===== src/mst_pkg.sv =====
// Shared types and constants for the Kruskal spanning tree block.
package mst_pkg;
   localparam int MAX_EDGES_DEF = 64;
   localparam int MAX_NODES_DEF = 64;
   localparam int NODE_W = 6;
   localparam int WGT_W = 16;
   localparam int SUM_W = 22;
   localparam int EDGE_W = 28;

   typedef struct packed {
      logic signed [WGT_W-1:0] w;
      logic [NODE_W-1:0] a;
      logic [NODE_W-1:0] b;
   } edge_type;

   typedef enum logic [3:0] {
      ST_LOAD, ST_SRD, ST_SKEY, ST_SCMP, ST_SWR, ST_CLR, ST_ERD, ST_EGET,
      ST_WALK, ST_JOIN, ST_EMIT
   } state_type;

   function automatic logic edge_less(edge_type x, edge_type y);
      if (x.w != y.w) return x.w < y.w;
      if (x.a != y.a) return x.a < y.a;
      return x.b < y.b;
   endfunction
endpackage


===== src/mst_roots.sv =====
// Union-find root table: identity clear, parent reads and linking.
module mst_roots (
   input  logic clock,
   input  logic clr_en,
   input  logic [mst_pkg::NODE_W-1:0] clr_addr,
   input  logic wr_en,
   input  logic [mst_pkg::NODE_W-1:0] wr_addr,
   input  logic [mst_pkg::NODE_W-1:0] wr_data,
   input  logic [mst_pkg::NODE_W-1:0] rd_addr,
   output logic [mst_pkg::NODE_W-1:0] rd_data
);
   logic [mst_pkg::NODE_W-1:0] mem [0:(1<<mst_pkg::NODE_W)-1];

   always_ff @(posedge clock) begin
      if (clr_en) mem[clr_addr] <= clr_addr;
      else if (wr_en) mem[wr_addr] <= wr_data;
      rd_data <= mem[rd_addr];
   end
endmodule


===== src/minimum_spanning_tree_kruskal_top.sv =====
// Top level of the Kruskal minimum spanning tree block.
//
//  channel | dir | payload
//  req_*   | in  | tdata {edge_weight,node_b,node_a}, tlast = last_edge
//  rsp_*   | out | tdata {overflow,tree_weight,in_tree,out_weight,out_node_b,out_node_a}
//                  tlast = last_result
//
// Loading accepts one edge per cycle. After the last edge an insertion sort
// over the edge memory reads each edge, latches it as the key, shifts larger
// neighbors up one slot (O(n^2) shifts) and writes the key back; an identity
// clear of all 64 root table entries follows, then each edge is fetched, takes
// two bounded root walks on the registered root table read port, is linked and emitted.
// Reset is synchronous; req_tready is low during a run and the sequencer holds
// while a result waits on rsp_tready.
module minimum_spanning_tree_kruskal_top #(
   parameter int MAX_EDGES = mst_pkg::MAX_EDGES_DEF,
   parameter int MAX_NODES = mst_pkg::MAX_NODES_DEF
) (
   input  logic clock,
   input  logic reset,
   input  logic req_tvalid,
   output logic req_tready,
   input  logic [31:0] req_tdata,   // node_a[5:0], node_b[11:6], edge_weight[27:12]
   input  logic req_tlast,
   output logic rsp_tvalid,
   input  logic rsp_tready,
   output logic [55:0] rsp_tdata,   // out_node_a, out_node_b, out_weight, in_tree,
                                    // tree_weight, overflow (low to high)
   output logic rsp_tlast
);
   localparam int IW = (MAX_EDGES > 1) ? $clog2(MAX_EDGES) : 1;
   localparam int CW = $clog2(MAX_EDGES + 1);
   localparam int SW = $clog2(MAX_NODES + 1);
   localparam int NW = mst_pkg::NODE_W;

   mst_pkg::edge_type store [0:MAX_EDGES-1];
   mst_pkg::state_type state_ff, state_in;
   logic [CW-1:0] cnt_ff, cnt_in, i_ff, i_in, j_ff, j_in;
   logic drop_ff, drop_in;
   mst_pkg::edge_type key_ff, key_in, rd_ff, cur_ff, cur_in;
   logic [NW-1:0] clr_ff, clr_in, node_ff, node_in, ra_ff, ra_in;
   logic [SW-1:0] step_ff, step_in;
   logic side_ff, side_in;
   logic signed [mst_pkg::SUM_W-1:0] sum_ff, sum_in;
   logic jn_ff, jn_in;
   logic [IW-1:0] raddr, waddr;
   logic we;
   mst_pkg::edge_type wdata;
   logic [NW-1:0] par;
   logic accept, rwe;
   mst_pkg::edge_type in_e;

   assign accept = req_tvalid && req_tready;
   assign in_e.a = req_tdata[5:0];
   assign in_e.b = req_tdata[11:6];
   assign in_e.w = req_tdata[27:12];

   // edge memory, one write and one registered read port
   always_ff @(posedge clock) begin
      if (we) store[waddr] <= wdata;
      rd_ff <= store[raddr];
   end

   // root table read address follows the next walk node, so par matches node_ff
   mst_roots u_roots (
      .clock(clock), .clr_en(state_ff == mst_pkg::ST_CLR), .clr_addr(clr_ff),
      .wr_en(rwe), .wr_addr(ra_ff), .wr_data(node_ff),
      .rd_addr(node_in), .rd_data(par)
   );

   always_ff @(posedge clock) begin
      if (reset) begin
         state_ff <= mst_pkg::ST_LOAD;
         cnt_ff <= '0;
         drop_ff <= 1'b0;
      end else begin
         state_ff <= state_in;
         cnt_ff <= cnt_in;
         drop_ff <= drop_in;
      end
      i_ff <= i_in; j_ff <= j_in; key_ff <= key_in; cur_ff <= cur_in;
      clr_ff <= clr_in; node_ff <= node_in; ra_ff <= ra_in; step_ff <= step_in;
      side_ff <= side_in; sum_ff <= sum_in; jn_ff <= jn_in;
   end

   // next state
   always_comb begin
      state_in = state_ff;
      unique case (state_ff)
         mst_pkg::ST_LOAD:
            if (accept && req_tlast)
               state_in = (cnt_ff == CW'(0) && cnt_ff != CW'(MAX_EDGES)) ?
                          mst_pkg::ST_CLR : mst_pkg::ST_SRD;
         mst_pkg::ST_SRD:
            state_in = (i_ff >= cnt_ff) ? mst_pkg::ST_CLR : mst_pkg::ST_SKEY;
         mst_pkg::ST_SKEY: state_in = mst_pkg::ST_SCMP;
         mst_pkg::ST_SCMP:
            state_in = (j_ff != '0 && mst_pkg::edge_less(key_ff, rd_ff)) ?
                       mst_pkg::ST_SCMP : mst_pkg::ST_SWR;
         mst_pkg::ST_SWR: state_in = mst_pkg::ST_SRD;
         mst_pkg::ST_CLR:
            if (clr_ff == '1) state_in = mst_pkg::ST_ERD;
         mst_pkg::ST_ERD: state_in = mst_pkg::ST_EGET;
         mst_pkg::ST_EGET: state_in = mst_pkg::ST_WALK;
         mst_pkg::ST_WALK:
            if ((par == node_ff || step_ff == SW'(MAX_NODES)) && side_ff)
               state_in = mst_pkg::ST_JOIN;
         mst_pkg::ST_JOIN: state_in = mst_pkg::ST_EMIT;
         mst_pkg::ST_EMIT:
            if (rsp_tready)
               state_in = (i_ff + CW'(1) >= cnt_ff) ? mst_pkg::ST_LOAD : mst_pkg::ST_ERD;
         default: state_in = mst_pkg::ST_LOAD;
      endcase
   end

   // datapath and outputs
   always_comb begin
      cnt_in = cnt_ff; drop_in = drop_ff; i_in = i_ff; j_in = j_ff;
      key_in = key_ff; cur_in = cur_ff; clr_in = clr_ff; node_in = node_ff;
      ra_in = ra_ff; step_in = step_ff; side_in = side_ff; sum_in = sum_ff;
      jn_in = jn_ff;
      we = 1'b0; waddr = '0; wdata = key_ff; raddr = '0; rwe = 1'b0;
      req_tready = (state_ff == mst_pkg::ST_LOAD);
      rsp_tvalid = (state_ff == mst_pkg::ST_EMIT);
      unique case (state_ff)
         mst_pkg::ST_LOAD: begin
            if (accept) begin
               if (cnt_ff < CW'(MAX_EDGES)) begin
                  we = 1'b1; waddr = cnt_ff[IW-1:0]; wdata = in_e;
                  cnt_in = cnt_ff + CW'(1);
               end else drop_in = 1'b1;
            end
            i_in = CW'(1); clr_in = '0; sum_in = '0;
         end
         mst_pkg::ST_SRD: begin
            // fetch key at i
            raddr = i_ff[IW-1:0];
            j_in = i_ff;
         end
         mst_pkg::ST_SKEY: begin
            // latch key, fetch its left neighbor
            key_in = rd_ff;
            raddr = IW'(j_ff - CW'(1));
         end
         mst_pkg::ST_SCMP: begin
            // shift the larger neighbor up one slot and fetch the next one
            if (j_ff != '0 && mst_pkg::edge_less(key_ff, rd_ff)) begin
               we = 1'b1; waddr = j_ff[IW-1:0]; wdata = rd_ff;
               j_in = j_ff - CW'(1);
               raddr = IW'(j_ff - CW'(2));
            end
         end
         mst_pkg::ST_SWR: begin
            we = 1'b1; waddr = j_ff[IW-1:0]; wdata = key_ff;
            i_in = i_ff + CW'(1);
         end
         mst_pkg::ST_CLR: begin
            clr_in = clr_ff + NW'(1); i_in = '0;
         end
         mst_pkg::ST_ERD: raddr = i_ff[IW-1:0];
         mst_pkg::ST_EGET: begin
            cur_in = rd_ff; node_in = rd_ff.a; step_in = '0; side_in = 1'b0;
         end
         mst_pkg::ST_WALK: begin
            if (par == node_ff || step_ff == SW'(MAX_NODES)) begin
               if (!side_ff) begin
                  ra_in = node_ff; node_in = cur_ff.b; step_in = '0; side_in = 1'b1;
               end
            end else begin
               node_in = par; step_in = step_ff + SW'(1);
            end
         end
         mst_pkg::ST_JOIN: begin
            jn_in = (ra_ff != node_ff);
            rwe = jn_in;
            if (jn_in) sum_in = sum_ff + mst_pkg::SUM_W'(cur_ff.w);
         end
         mst_pkg::ST_EMIT: begin
            if (rsp_tready) begin
               i_in = i_ff + CW'(1);
               if (i_ff + CW'(1) >= cnt_ff) begin
                  cnt_in = '0; drop_in = 1'b0; i_in = CW'(1); clr_in = '0;
               end
            end
         end
         default: ;
      endcase
   end

   assign rsp_tdata = {4'd0, drop_ff, sum_ff, jn_ff, cur_ff.w, cur_ff.b, cur_ff.a};
   assign rsp_tlast = (i_ff + CW'(1) >= cnt_ff);
endmodule

===== config.mk =====
export PLATFORM = sky130hd
export DESIGN_NAME = minimum_spanning_tree_kruskal_top
export DESIGN_NICKNAME = d
export VERILOG_FILES = /design/src/mst_pkg.sv /design/src/mst_roots.sv /design/src/minimum_spanning_tree_kruskal_top.sv
export SDC_FILE = /design/constraint.sdc
export NUM_CORES = 2
export LEC_CHECK = 0
export ABC_AREA = 0
export BUFFER_PORTS_ARGS = -buffer_cell sky130_fd_sc_hd__buf_4
export CAP_MARGIN = 20
export CORE_MARGIN = 1.5
export CORE_UTILIZATION = 55
export DETAILED_ROUTE_END_ITERATION = 10
export GPL_TIMING_DRIVEN = 1
export PLACE_DENSITY = 0.82
export SKIP_LAST_GASP = 1
export SLEW_MARGIN = 20
export SYNTH_ARGS = -nofsm -noshare
export SYNTH_HDL_FRONTEND = slang
export SYNTH_SLANG_ARGS = --single-unit

===== constraint.sdc =====
create_clock -name clock -period 15.9 [get_ports clock]
set_input_delay 2.385 -clock clock [delete_from_list [all_inputs] [get_ports clock]]
set_output_delay 2.385 -clock clock [all_outputs]
set_load 0.1 [all_outputs]

Yosys cells after proc, flatten, opt, wreduce, memory -nomap -nowiden
Memories as Yosys holds them, arrays and structs flattened. A register that Yosys moved wholly into a read port is not among the register bits.
Index checks and enable logic that the tools add are counted.
W data, S select, Z words.

cells by class
  $add $sub $neg = 7
  order comparisons = 6
  equality and inequality tests = 29
  mux-type cells = 72
  bitwise gates (word level) = 1
  reductions and logical operators = 27

operator list
  cell                   number
  $mux W28               3
  $mux W7                9
  $mux W6                10
  $pmux W28 S2           1
  $pmux W6 S3            3
  $pmux W22 S2           1
  $pmux W4 S11           1
  $pmux W7 S2            3
  $pmux W7 S4            1
  $mux W1                27
  $add A22 B16 Y22       1
  $mux W22               1
  $add A7 B1 Y7 const B  3
  $eq A4 B3 Y1 const B   4
  $lt A16 B16 Y1         1
  $mux W4                4
  $ne A16 B16 Y1         1
  $ge A7 B7 Y1           2
  $eq A4 B4 Y1 const B   3
  $lt A6 B6 Y1           2
  $mux W3                4
  $ne A2 B2 Y1 const B   6
  $ne A6 B6 Y1           2
  $pmux W6 S2            1
  other kinds (29)       48

word-level totals
  flip-flop bits (word level) = 131
  bits in writable memories = 2176
  input port bits = 37
  output and inout port bits = 59
  word-level logic and storage cells = 162
  memories = 2

memory list
  name         words  bits a word  rd ports  clocked after memory_dff  wr ports  line                                     text
  store        64     28           1         1                         1         minimum_spanning_tree_kruskal_top.sv:36  mst_pkg::edge_type store [0:MAX_EDGES-1];
  u_roots.mem  64     6            1         1                         1         mst_roots.sv:12                          logic [mst_pkg::NODE_W-1:0] mem [0:(1<<mst_pkg::NODE_W)-1];

Depth between registers and ports, before layout
  depth after elaboration = 13
  depth in mapped cells = 18
  mapped depth without buffers = 14

Hierarchy
Synthesis repeated with hierarchy kept, for this count alone.

unflattened totals
  cell total of the unflattened synthesis = 6177
  area, all modules = 94195.3 µm²

by module, submodules not included
  module                             times used  cells an instance  area each (µm²)  seq. area each (µm²)
  minimum_spanning_tree_kruskal_top  1           5402               78823.1          58125.7
  mst_roots                          1           775                15372.2          11651.2

Least setup slack after synthesis
Ideal clock, no wire load.

  path kind = in2reg
  start = input req_tvalid
  end = memory store[56][0] (netlist bit) (enable)
  setup time = 0.448 ns
  arrival = 5.235 ns
  data required time = 15.452 ns
  slack = 10.216 ns
  stages on the path = 5
  path buffers = 1
  cell sequence = nand3_1 clkbuf_1 o21ai_0 nand2_1 nor3_1

on the way
  word-level cells in the longest chain between the ends = 5
  elaborated cells on any way between the ends = 7
  classes of those cells = mux: 6; reduce/logical: 1

ends and longest elaborated chain
  what                           line                                      text
  start, declared                minimum_spanning_tree_kruskal_top.sv:21   input logic req_tvalid,
  $logic_and A1 B1 Y1 *          minimum_spanning_tree_kruskal_top.sv:53   assign accept = req_tvalid && req_tready;
  $mux W1                        minimum_spanning_tree_kruskal_top.sv:127  if (accept) begin
  $pmux W1 S3                    minimum_spanning_tree_kruskal_top.sv:125  unique case (state_ff)
  $mux W1                        minimum_spanning_tree_kruskal_top.sv:60   if (we) store[waddr] <= wdata;
  $mux W1 (implied by the code)  minimum_spanning_tree_kruskal_top.sv:60
  end, declared                  minimum_spanning_tree_kruskal_top.sv:36

Every way passes the cells marked *; elsewhere a longest branch is shown, timed or not.

Final worst setup path
  start = register, netlist name rd_ff[27]
  end = register, netlist name rd_ff[24]

on the way
  word-level cells in the longest chain between the ends = 9
  elaborated cells on any way between the ends = 12
  classes of those cells = order compare: 1; eq/ne: 1; mux: 9; reduce/logical: 1

ends and longest elaborated chain
  what                   line                                      text
  $lt A16 B16 Y1         mst_pkg.sv:22                             if (x.w != y.w) return x.w < y.w;
  $mux W1                mst_pkg.sv:22
  $mux W1                mst_pkg.sv:23                             if (x.a != y.a) return x.a < y.a;
  $mux W1                mst_pkg.sv:24                             return x.b < y.b;
  $mux W1 *              mst_pkg.sv:23
  $mux W1 *              minimum_spanning_tree_kruskal_top.sv:125
  $logic_and A1 B1 Y1 *  minimum_spanning_tree_kruskal_top.sv:147  if (j_ff != '0 && mst_pkg::edge_less(key_ff, rd_ff)) begin
  $mux W6 *              minimum_spanning_tree_kruskal_top.sv:147
  $pmux W6 S3 *          minimum_spanning_tree_kruskal_top.sv:125

Every way passes the cells marked *; elsewhere a longest branch is shown, timed or not. The select of a mux whose other input is x is not followed.
A chain may end at the register's enable or synchronous reset.

==> reports/results.ini <==
[clock_network]
cts.sink_count = 2341
cts-resized-gates = 0
ctsHoldBuffers = 0
clock_latency_ps = 860
cts_tree = yes
root_buffer = clkbuf_16
cts_inserted_buffers = 211
cts_buffer_depth = 3
htree_levels = 4
cts.clk_slew.worst_paths_ps = 60
cts_setup_buffers = 0

[synth]
netlist.area_leader.share_pct = 73.6
netlist_instances = 6055
yosysSeqAreaShare_pct = 74.7
synth_area_leaders = edfxtp_1 74%, mux2i_1 5.4%, nand2_1 3.7%
async_flop_share_pct = 0
synth_edf_count = 2289
ys.flop_type = edfxtp_1
ys_types = 76
ys_ff_latch = 2341
yosysWarnings = 0
yosysTopAreaCell = edfxtp_1
syn_avg_cell_area_um2 = 15.4
syn_area_mm2 = 0.0934

[route]
postRouteAntennaNets = 0
drt_iter0_markers = 8998
finalWirelength_mm = 239
wl_per_cell_um = 27.9
dr_total_vias = 56139
drc = 0
vias_per_cell = 6.57
drt_pass1_iterations = 9

[sta]
report.final.slew_viol_count = 0
setup_viol = 0
finalHoldViolCount = 0
fin_setup_tns_ps = 0
fin_ws_ps = 8640
final_min_period_over_clock_period_pct = 45.7
worstMarginPinSlew_ps = 1190
max_freq_ghz = 0.138
slew_headroom_pct = 20.5
grt_setup_unrepaired = no
post-route-min-period_ps = 7260
skew_ps = 78.0

[die]
die_area_mm2 = 0.172
dieWidth_um = 415
start_util_pct = 55.2
io_pins = 96
rows = 151
core_area_mm2 = 0.169
die-height_um = 415

[finish]
layout-drive-gt1-share_pct = 11.8
num-nets-final = 6244
final_area_mm2 = 0.104
stdcell_count = 8541
synthToLayoutAreaGrowth_pct = 11.2
layout_commonest_cell = edfxtp_1
final_cell_mix = 2,289 x edfxtp_1, 910 x nand2_1, 503 x mux2i_1, 263 x nand3_1, 214 x clkbuf_16

[place]
gp_congestion = 0.908
place_inst = 8139
place_hpwl_mm = 129
placed_area_mm2 = 0.0971
post-place-ws_ps = 8940
port_buffers = 87

[worst_setup_path]
r2r-end = rd_ff[24]
required_ps = 16620
cp_max_fo = 79
worstSetupStartpointType = flop
reg2regPathDepth = 17
timing_worst_setup_path_type = reg -> reg
startpoint = rd_ff[27]
r2r_start = rd_ff[27]
arrival_ps = 7980
end_kind = flop
rrSetupSlack_ps = 8640
crit_end = rd_ff[24]

[power]
p_leak_nw = 36.3
peakVddDrop_uv = 205
finalPower_mw = 19.8
power.density_mw_per_mm2 = 191

[run]
drv_cap = 0

[grt]
grtUsageTotal_pct = 27.0
grt_pass1_wl_mm = 345
grt_pass1_vias = 54393
antenna_found_initial = 20
overflow = 0
grt_max_degree = 186

[min_path]
worstHoldPathType = reg -> reg

[outcome]
status = finished, final reports clean

how the worst min path moves through the flow:
stage	from	to	slack [ps]	cells after the start
3_5_place_dp	rd_ff[23]	rsp_tdata[23]	490	0
4_1_cts	rd_ff[14]	rsp_tdata[14]	490	0
3_3_place_gp	drop_ff	drop_ff	460	2
2_1_floorplan	drop_ff	drop_ff	440	2
6_report	rd_ff[19]	rsp_tdata[19]	510	0
5_1_grt	rd_ff[14]	rsp_tdata[14]	510	0
state kept, by name, summed over array words and instances, names as in the netlist, 4 cells and up:
name,cells
rsp_tdata,28
rd_ff,28
u_roots.rd_data,6
store,1792
key_ff,28
i_ff,7
u_roots.mem,384
state_ff,4
sum_ff,22
step_ff,7
clr_ff,6
ra_ff,6
j_ff,7
cnt_ff,7
node_ff,6
cells in the mapped netlist, types with 23 or more instances:
| library cell | n |
|---|---|
| buf_4 | 28 |
| nand4_1 | 138 |
| clkbuf_1 | 162 |
| xnor2_1 | 29 |
| inv_1 | 69 |
| a21oi_1 | 227 |
| nand2_1 | 912 |
| nand3_1 | 264 |
| a32oi_1 | 117 |
| edfxtp_1 | 2289 |
| ha_1 | 71 |
| mux4_2 | 96 |
| o22ai_1 | 185 |
| nor2_1 | 228 |
| a211o_1 | 23 |
| mux2i_1 | 503 |
| buf_2 | 138 |
| dfxtp_1 | 52 |
| o21ai_0 | 144 |
| a22oi_1 | 66 |
power by group:
part | switching (mW) | leakage (nW) | internal (mW) | total (mW)
logic | 4.61 | 11.9 | 1.66 | 6.27
clock network | 2.24 | 3.29 | 2.74 | 4.98
registers | 0.209 | 21.2 | 8.36 | 8.57
metal layers:
| metal | vias to the layer above | wire [um] | track usage, % |
|---|---|---|---|
| met5 | - | 75 | 0 |
| met4 | 10 | 15500 | 16.1 |
| met3 | 721 | 27700 | 5.80 |
| met2 | 4184 | 112000 | 42.3 |
| met1 | 27652 | 83900 | 34.9 |
| li1 | 23572 | - | - |
cells by family after synthesis:
group | share of synthesized area, %
AND/OR/NAND/NOR | 7.99
other | 0.00401
XOR/XNOR | 0.478
AO/OA/AOI/OAI | 6.01
adder cells (fa/ha/maj) | 0.972
multiplexers | 7.82
flip-flops | 74.7
buffers and inverters | 2.02
critical path, cell delays in order (launching register included):
cell      delay (ps)
dfxtp_1          430
inv_1             70
ha_1             340
nand4_2          200
nor2_4           190
nand2_1          170
nand3b_1         360
and3_4           310
a31oi_4          190
buf_4            660
buf_4            640
buf_4            840
buf_4            890
mux2i_1          290
a32oi_1          100
nand4_1          230
nand4_1          530
or2_1            480
metrics by stage:
stage | hold WS, ps | utilization, %
3_5_place_dp | 486 | 57.4
3_3_place_gp | 461 | 57.3
2_1_floorplan | 444 | -
5_1_grt | 510 | 61.4
4_1_cts | 488 | 61.4
6_report | 506 | 61.4
final cells by class:
type                            instances  area (um2)
Clock inverter                        125        1180
Multi-Input combinational cell       3300       22600
Inverter                               69         259
Antenna cell                           11        27.5
Clock buffer                          265        5580
Tap cell                             2218        2780
Fill cell                           11169       65200
Timing Repair Buffer                  212        1740
Sequential cell                      2341       69800
No activity file was read; power rests on OpenSTA's default activity.
